--- src/rtl/core/slfl_pkg.sv ---
package slfl_pkg;

   // Node store geometry. Null is coded as the value NODES.
   localparam int NODES  = 16;
   localparam int IDX_W  = (NODES > 1) ? $clog2(NODES) : 1;
   localparam int NODE_W = $clog2(NODES + 1);

   localparam int KEY_W    = 56;
   localparam int PAY_W    = 32;
   localparam int STATUS_W = 2;
   localparam int COUNT_W  = 5;
   localparam int ENTRY_W  = KEY_W + PAY_W;

   localparam logic [NODE_W-1:0] NIL = NODE_W'(NODES);

   typedef enum logic [0:0] {
      CMD_INSERT = 1'b0,
      CMD_POP    = 1'b1
   } command_type;

   typedef enum logic [STATUS_W-1:0] {
      STATUS_DONE  = 2'd0,
      STATUS_FULL  = 2'd1,
      STATUS_EMPTY = 2'd2
   } status_type;

   // Any link value outside the node range is treated as null.
   function automatic logic [NODE_W-1:0] norm_link(input logic [NODE_W-1:0] v);
      return (v < NIL) ? v : NIL;
   endfunction

endpackage

--- src/rtl/core/slfl_ram.sv ---
module slfl_ram #(
   parameter int WIDTH = 8,
   parameter int DEPTH = 16
) (
   input  logic                             clock,
   input  logic                             wr_en,
   input  logic [$clog2(DEPTH)-1:0]         wr_addr,
   input  logic [WIDTH-1:0]                 wr_data,
   input  logic                             rd_en,
   input  logic [$clog2(DEPTH)-1:0]         rd_addr,
   output logic [WIDTH-1:0]                 rd_data
);

   logic [WIDTH-1:0] mem_ff [DEPTH];
   logic [WIDTH-1:0] rd_data_ff;

   // Read data holds while no read is issued.
   always_ff @(posedge clock) begin
      if (wr_en) begin
         mem_ff[wr_addr] <= wr_data;
      end
      if (rd_en) begin
         rd_data_ff <= mem_ff[rd_addr];
      end
   end

   assign rd_data = rd_data_ff;

endmodule

--- src/rtl/core/sorted_list_with_free_list_core.sv ---
// Channel   | Ports                                          | Direction
// ----------+------------------------------------------------+----------
// request   | req_valid, req_stall, req_command, req_key,    | in
//           | req_payload                                    |
// response  | rsp_valid, rsp_stall, rsp_status, rsp_out_key, | out
//           | rsp_out_payload, rsp_stored_count              |
//
// An insert walks the list and compares the key of at most NODES stored nodes.
// The walk is set by the single key comparator and the one read port of the
// node memory: one node is read and compared per cycle.
// Each request word gives exactly one response word.
// Reset is synchronous and needs no clearing pass: the link table is reset
// directly, and node keys and payloads are only read once written.
// A stalled response word holds the sequencer in its final state; a new request
// is taken while an earlier response still waits.
module sorted_list_with_free_list_core (
   input  logic                               clock,
   input  logic                               reset,

   input  logic                               req_valid,
   output logic                               req_stall,
   input  logic                               req_command,
   input  logic [slfl_pkg::KEY_W-1:0]         req_key,
   input  logic [slfl_pkg::PAY_W-1:0]         req_payload,

   output logic                               rsp_valid,
   input  logic                               rsp_stall,
   output logic [slfl_pkg::STATUS_W-1:0]      rsp_status,
   output logic [slfl_pkg::KEY_W-1:0]         rsp_out_key,
   output logic [slfl_pkg::PAY_W-1:0]         rsp_out_payload,
   output logic [slfl_pkg::COUNT_W-1:0]       rsp_stored_count
);

   import slfl_pkg::*;

   // The sequencer: IDLE takes a word, CMP walks the sorted list one node per
   // cycle, ALLOC links a free node in or reports full, POP unlinks the head node or reports empty.
   typedef enum logic [1:0] {
      ST_IDLE,
      ST_CMP,
      ST_ALLOC,
      ST_POP
   } state_type;

   state_type            state_ff, state_in;

   // The request word being worked on.
   logic [KEY_W-1:0]     key_ff, key_in;
   logic [PAY_W-1:0]     pay_ff, pay_in;

   // Walk pointers: cur is the node being compared, prev the one before it.
   logic [NODE_W-1:0]    cur_ff, cur_in;
   logic [NODE_W-1:0]    prev_ff, prev_in;
   logic [NODE_W-1:0]    steps_ff, steps_in;

   // List state. The link table lives in flip-flops because reset gives it a
   // defined value for every node.
   logic [NODE_W-1:0]    list_head_ff, list_head_in;
   logic [NODE_W-1:0]    free_head_ff, free_head_in;
   logic [NODE_W-1:0]    entry_count_ff, entry_count_in;
   logic [NODE_W-1:0]    node_link_ff [NODES];
   logic [NODE_W-1:0]    node_link_in [NODES];

   // Response word register.
   logic                 rsp_valid_ff, rsp_valid_in;
   logic [STATUS_W-1:0]  rsp_status_ff, rsp_status_in;
   logic [KEY_W-1:0]     rsp_key_ff, rsp_key_in;
   logic [PAY_W-1:0]     rsp_pay_ff, rsp_pay_in;
   logic [COUNT_W-1:0]   rsp_count_ff, rsp_count_in;

   // Node memory port signals (key and payload share one entry).
   logic                 ram_wr_en;
   logic [IDX_W-1:0]     ram_wr_addr;
   logic [ENTRY_W-1:0]   ram_wr_data;
   logic                 ram_rd_en;
   logic [IDX_W-1:0]     ram_rd_addr;
   logic [ENTRY_W-1:0]   ram_rd_data;
   logic [KEY_W-1:0]     ram_rd_key;
   logic [PAY_W-1:0]     ram_rd_pay;

   logic                 out_free;
   logic                 key_greater;
   logic [NODE_W-1:0]    next_cur;
   logic [NODE_W-1:0]    steps_next;

   slfl_ram #(
      .WIDTH (ENTRY_W),
      .DEPTH (NODES)
   ) u_node_ram (
      .clock   (clock),
      .wr_en   (ram_wr_en),
      .wr_addr (ram_wr_addr),
      .wr_data (ram_wr_data),
      .rd_en   (ram_rd_en),
      .rd_addr (ram_rd_addr),
      .rd_data (ram_rd_data)
   );

   assign ram_rd_key  = ram_rd_data[ENTRY_W-1 -: KEY_W];
   assign ram_rd_pay  = ram_rd_data[PAY_W-1:0];
   assign ram_wr_data = {key_ff, pay_ff};
   assign ram_wr_addr = free_head_ff[IDX_W-1:0];

   // The one shared comparator: the walk goes on while the new key is larger.
   assign key_greater = key_ff > ram_rd_key;
   assign next_cur    = norm_link(node_link_ff[cur_ff[IDX_W-1:0]]);
   assign steps_next  = steps_ff + NODE_W'(1);

   // The final states may only finish when the response register can load.
   assign out_free = !rsp_valid_ff || !rsp_stall;

   always_comb begin
      state_in       = state_ff;
      key_in         = key_ff;
      pay_in         = pay_ff;
      cur_in         = cur_ff;
      prev_in        = prev_ff;
      steps_in       = steps_ff;
      list_head_in   = list_head_ff;
      free_head_in   = free_head_ff;
      entry_count_in = entry_count_ff;
      node_link_in   = node_link_ff;
      rsp_valid_in   = rsp_valid_ff && rsp_stall;
      rsp_status_in  = rsp_status_ff;
      rsp_key_in     = rsp_key_ff;
      rsp_pay_in     = rsp_pay_ff;
      rsp_count_in   = rsp_count_ff;
      ram_rd_en      = 1'b0;
      ram_rd_addr    = list_head_ff[IDX_W-1:0];
      ram_wr_en      = 1'b0;

      unique case (state_ff)
         ST_IDLE: begin
            if (req_valid) begin
               key_in = req_key;
               pay_in = req_payload;
               if (req_command == CMD_POP) begin
                  state_in = ST_POP;
                  // Fetch the head entry now; an empty list is reported in POP.
                  ram_rd_en = (list_head_ff != NIL);
               end else begin
                  prev_in  = NIL;
                  cur_in   = list_head_ff;
                  steps_in = '0;
                  if (list_head_ff != NIL) begin
                     ram_rd_en = 1'b1;
                     state_in  = ST_CMP;
                  end else begin
                     state_in  = ST_ALLOC;
                  end
               end
            end
         end

         ST_CMP: begin
            // The entry of cur is in the read register. Stopping before the
            // first key that is not smaller puts equal keys ahead of old ones.
            if (key_greater) begin
               prev_in  = cur_ff;
               cur_in   = next_cur;
               steps_in = steps_next;
               if (next_cur != NIL && steps_next < NODE_W'(NODES)) begin
                  ram_rd_en   = 1'b1;
                  ram_rd_addr = next_cur[IDX_W-1:0];
               end else begin
                  state_in = ST_ALLOC;
               end
            end else begin
               state_in = ST_ALLOC;
            end
         end

         ST_ALLOC: begin
            if (out_free) begin
               state_in     = ST_IDLE;
               rsp_valid_in = 1'b1;
               rsp_key_in   = '0;
               rsp_pay_in   = '0;
               if (free_head_ff == NIL) begin
                  rsp_status_in = STATUS_FULL;
                  rsp_count_in  = COUNT_W'(entry_count_ff);
               end else begin
                  // Take the free head, fill it and splice it in after prev.
                  ram_wr_en      = 1'b1;
                  free_head_in   = norm_link(node_link_ff[free_head_ff[IDX_W-1:0]]);
                  node_link_in[free_head_ff[IDX_W-1:0]] = cur_ff;
                  if (prev_ff == NIL) begin
                     list_head_in = free_head_ff;
                  end else begin
                     node_link_in[prev_ff[IDX_W-1:0]] = free_head_ff;
                  end
                  entry_count_in = entry_count_ff + NODE_W'(1);
                  rsp_status_in  = STATUS_DONE;
                  rsp_count_in   = COUNT_W'(entry_count_ff + NODE_W'(1));
               end
            end
         end

         ST_POP: begin
            if (out_free) begin
               state_in     = ST_IDLE;
               rsp_valid_in = 1'b1;
               if (list_head_ff == NIL) begin
                  rsp_status_in = STATUS_EMPTY;
                  rsp_key_in    = '0;
                  rsp_pay_in    = '0;
                  rsp_count_in  = COUNT_W'(entry_count_ff);
               end else begin
                  // Unlink the head and push it onto the free list.
                  list_head_in = norm_link(node_link_ff[list_head_ff[IDX_W-1:0]]);
                  node_link_in[list_head_ff[IDX_W-1:0]] = free_head_ff;
                  free_head_in = list_head_ff;
                  if (entry_count_ff != '0) begin
                     entry_count_in = entry_count_ff - NODE_W'(1);
                     rsp_count_in   = COUNT_W'(entry_count_ff - NODE_W'(1));
                  end else begin
                     rsp_count_in   = COUNT_W'(entry_count_ff);
                  end
                  rsp_status_in = STATUS_DONE;
                  rsp_key_in    = ram_rd_key;
                  rsp_pay_in    = ram_rd_pay;
               end
            end
         end

         default: begin
            state_in = ST_IDLE;
         end
      endcase
   end

   always_ff @(posedge clock) begin
      if (reset) begin
         state_ff       <= ST_IDLE;
         list_head_ff   <= NIL;
         free_head_ff   <= NODE_W'(NODES - 1);
         entry_count_ff <= '0;
         rsp_valid_ff   <= 1'b0;
         for (int i = 0; i < NODES; i++) begin
            node_link_ff[i] <= (i == 0) ? NIL : NODE_W'(i - 1);
         end
      end else begin
         state_ff       <= state_in;
         list_head_ff   <= list_head_in;
         free_head_ff   <= free_head_in;
         entry_count_ff <= entry_count_in;
         rsp_valid_ff   <= rsp_valid_in;
         node_link_ff   <= node_link_in;
      end
      key_ff        <= key_in;
      pay_ff        <= pay_in;
      cur_ff        <= cur_in;
      prev_ff       <= prev_in;
      steps_ff      <= steps_in;
      rsp_status_ff <= rsp_status_in;
      rsp_key_ff    <= rsp_key_in;
      rsp_pay_ff    <= rsp_pay_in;
      rsp_count_ff  <= rsp_count_in;
   end

   assign req_stall        = (state_ff != ST_IDLE);
   assign rsp_valid        = rsp_valid_ff;
   assign rsp_status       = rsp_status_ff;
   assign rsp_out_key      = rsp_key_ff;
   assign rsp_out_payload  = rsp_pay_ff;
   assign rsp_stored_count = rsp_count_ff;

   // The count can never pass the number of nodes.
   a_count_range: assert property (@(posedge clock) disable iff (reset)
      entry_count_ff <= NODE_W'(NODES))
      else $error("entry count above node count");

   // An empty list and a zero count always go together.
   a_count_head: assert property (@(posedge clock) disable iff (reset)
      (list_head_ff == NIL) == (entry_count_ff == '0))
      else $error("list head and entry count disagree");

   // A node is never at the head of both lists.
   a_heads_apart: assert property (@(posedge clock) disable iff (reset)
      list_head_ff != free_head_ff)
      else $error("list head equals free head");

   // A new response word only comes out of the two finishing states.
   a_rsp_source: assert property (@(posedge clock) disable iff (reset)
      $rose(rsp_valid_ff) |-> ($past(state_ff) == ST_ALLOC || $past(state_ff) == ST_POP))
      else $error("response word raised outside a finishing state");

   // An accepted insert either walks or goes straight to allocation.
   a_insert_next: assert property (@(posedge clock) disable iff (reset)
      (req_valid && !req_stall && req_command == CMD_INSERT)
         |=> (state_ff == ST_CMP || state_ff == ST_ALLOC))
      else $error("insert did not start a walk");

endmodule
--- config.mk ---
export PLATFORM = sky130hd
export DESIGN_NAME = sorted_list_with_free_list_core
export DESIGN_NICKNAME = d
export VERILOG_FILES = /design/src/rtl/core/slfl_pkg.sv /design/src/rtl/core/slfl_ram.sv /design/src/rtl/core/sorted_list_with_free_list_core.sv
export SDC_FILE = /design/constraint.sdc
export NUM_CORES = 2
export LEC_CHECK = 0
export BUFFER_PORTS_ARGS = -buffer_cell sky130_fd_sc_hd__buf_2
export CELL_PAD_IN_SITES_DETAIL_PLACEMENT = 0
export CELL_PAD_IN_SITES_GLOBAL_PLACEMENT = 1
export CORE_MARGIN = 2
export CORE_UTILIZATION = 25
export CTS_BUF_LIST = sky130_fd_sc_hd__clkbuf_8
export DETAILED_ROUTE_END_ITERATION = 10
export GPL_ROUTABILITY_DRIVEN = 0
export PLACE_DENSITY = 0.51
export SYNTH_ARGS = -nofsm -noshare
export SYNTH_HDL_FRONTEND = slang
export SYNTH_SLANG_ARGS = --single-unit
export TNS_END_PERCENT = 5
--- constraint.sdc ---
create_clock -name clock -period 7.6 [get_ports clock]
set_input_delay 0.76 -clock clock [delete_from_list [all_inputs] [get_ports clock]]
set_output_delay 0.76 -clock clock [all_outputs]
set_load 0.03 [all_outputs]
==> run metrics <==
P per Cell Area=297.4 nW/um^2; combinational share of power=18.5%; fillers=28,490; Least-Margin Pin Slew=1.328 ns; sequential-to-total area share from yosys stat=73.38%; Critical R2R Launch=key_ff[9]; Hold Crit Class=input port to flip-flop; Slew Limit Fails=0; Max FO, Critical Path=96; P_int=17.49 mW; Final min period=5.766 ns; Multi-input gate area=17,800 um^2; drt pass-1 iters=7; CP max stage cell=a211oi_1; Worst slew margin=11.26%; NetSw=7.599 mW; Warnings, synthesis=0; dominant cell type by area after synthesis=edfxtp_1; leading cell type in the layout, fill and taps excluded=edfxtp_1; Ports=190; Overflow after GRT=0; clk_lat worst skew=1.00 ns; period utilization=75.87%; Crit path required time=8.27 ns; Crit path max-delay family=compound AO/OA/AOI/OAI gates; CTS buffer count=324; Finished Cell Area=84,380 um^2; fin util=29.38%; Yosys top cell area share=70.66%; first-pass GRT wire length=316,300 um; switch share=30.29%; DRT antenna net count=0; clock skew=0.07088 ns; mapped cell area=71,990 um^2; crit path launch type=flip-flop; Fmax achieved=0.1734 GHz; Final TNS setup=0 ns; Synth Flop Type=edfxtp_1; Max clock buf depth=4; CTS clk-pin slew, worst paths=0.06 ns; Post-CTS Setup Inserts=0; CP Capture Type=flip-flop; Post-Route WL=225,000 um; Iter 0 DRT Violations=3,477; worst stage delay on the critical path=0.82 ns; Cell Chain, Critical Path=ha_1 > nand4_1 > nor3_1 > a211oi_1 > o211ai_1 > a221oi_2 > a2bb2oi_4 > buf_12 > buf_12 > mux2i_1 > o22ai_1 > or4_1; Final Total Pwr=25.09 mW; Chip Height=540.6 um; highest-count cells in the layout ignoring fill and taps=1,694 x edfxtp_1, 756 x mux2i_1, 352 x o22ai_1, 332 x clkbuf_8; worst hold slack=0.07662 ns; Syn Inst Count=4,330; initial antenna violation count=16; Worst Path Buf+Inv=2; placed insts=8,158; root buffer cell=clkbuf_8; number of synthesized flops with an enable pin=1,694; Clock power frac=33.0%; Core Area=287,200 um^2; vias in the first global route=41,030; Total GRT Usage=14.97%; Crit path arrival time=6.43 ns; TritonCTS clock tree=done; Storage cell area=52,830 um^2; Max VDD drop=0.0002630 V; Final setup viols=0; top post-synthesis cells by area=edfxtp_1 71%, mux2i_1 11%, o22ai_1 3.1%; Via Count=41,030; critical path's most frequent cell=buf_12; placed cell area=77,930 um^2; HPWL after DPL=116,500 um; Setup crit start=key_ff[9]; Die X=540.6 um; Worst Path Class, Setup=flip-flop to flip-flop; PortBufs=189; max-cap viol count=0; Starting Density=25.07%; Syn Nets=4,482; synthesized area per cell=16.63 um^2; Synth cell types=64; drt wl/cell=25.60 um; Nets=4,929; FF+latch count, synth=1,792; htree depth=5; sequential power share=48.6%; routed vias/inst=4.667; DRC=0; status=complete, no violations; RSZ-0062 raised after global routing=no; pre-CTS setup slack=1.702 ns; HP Start=req_key[26]; setup ws final=1.834 ns; Async SR Flop Fraction=0%; Final Non-Filler Cells=8,791; final hold vios=0; num rows=197; Area Growth Syn to Fin=17.20%; largest net degree at the start of global routing=123; clock sink count=1,792; Leak=31.74 nW; Die Footprint=292,300 um^2; layout cells sized above 1=16.00%
## metal layers
metal  global-route usage (%)  wire (um)  vias up
met5                        0         56        -
met4                    4.209       5642       10
met3                    2.720      11140      336
met2                    24.16     105100     1129
met1                    20.52     103100    21360
li1                         -          -    18200
## flip-flops by register name (all words and copies together) (netlist names), 32 cells and up
name / flops
u_node_ram.mem_ff: 1408
pay_ff: 32
node_link_ff: 80
rsp_out_key: 56
u_node_ram.rd_data: 88
rsp_out_payload: 32
key_ff: 56
## final timing paths
kind	slack [ns]	end	depth (start not counted)
setup / recovery	1.83	u_node_ram.rd_data[7]	12
hold / removal	0.08	key_ff[26]	1
setup reg to reg	1.83	u_node_ram.rd_data[7]	12
hold reg to reg	0.50	node_link_ff[51]	2
## layout make-up
type	count	area share [%]
Clock buffer	332	5.416
Inverter	84	0.3796
Tap cell	3781	5.607
Antenna cell	4	0.01186
Sequential cell	1792	62.62
Timing Repair Buffer	373	3.529
Clock inverter	223	1.338
Multi-Input combinational cell	2202	21.10
## cell usage after synthesis, types with 59 or more instances
cell      number
ha_1          59
edfxtp_1    1694
nor2_1       183
mux2i_1      756
nand2_1      104
a21oi_1      143
clkbuf_1     103
mux4_2        73
o21ai_0       63
inv_1         83
or4_1         89
buf_2         92
nor3_1        72
dfxtp_1       98
o22ai_1      352
## worst register-to-register path: stages, from the launching register on
cell	delay, ns
edfxtp_1	0.62
ha_1	0.41
nand4_1	0.20
nor3_1	0.09
a211oi_1	0.82
o211ai_1	0.39
a221oi_2	0.59
a2bb2oi_4	0.32
buf_12	0.29
buf_12	0.57
mux2i_1	0.46
o22ai_1	0.13
or4_1	0.53
## power groups by stage
stage	combinational, mW	sequential [mW]	clock (mW)
2_1_floorplan	2.88	12.3	0
3_3_place_gp	4.66	12.4	0
3_5_place_dp	4.67	12.4	0
4_1_cts	4.71	12.2	8.58
5_1_grt	4.97	12.3	9.00
6_report	4.64	12.2	8.27
## timing repair
action,CTS,global route
hold endpoints to repair,74,0
hold buffers,74,0
gates resized for setup,0,0
## kinds of logic after synthesis
family | synth area share, %
AO/OA/AOI/OAI | 5.787
XOR/XNOR | 0.04867
adder cells (fa/ha/maj) | 1.025
buffers and inverters | 2.199
flip-flops | 73.38
multiplexers | 13.02
AND/OR/NAND/NOR | 4.533
(Power assumes the default switching activity.)
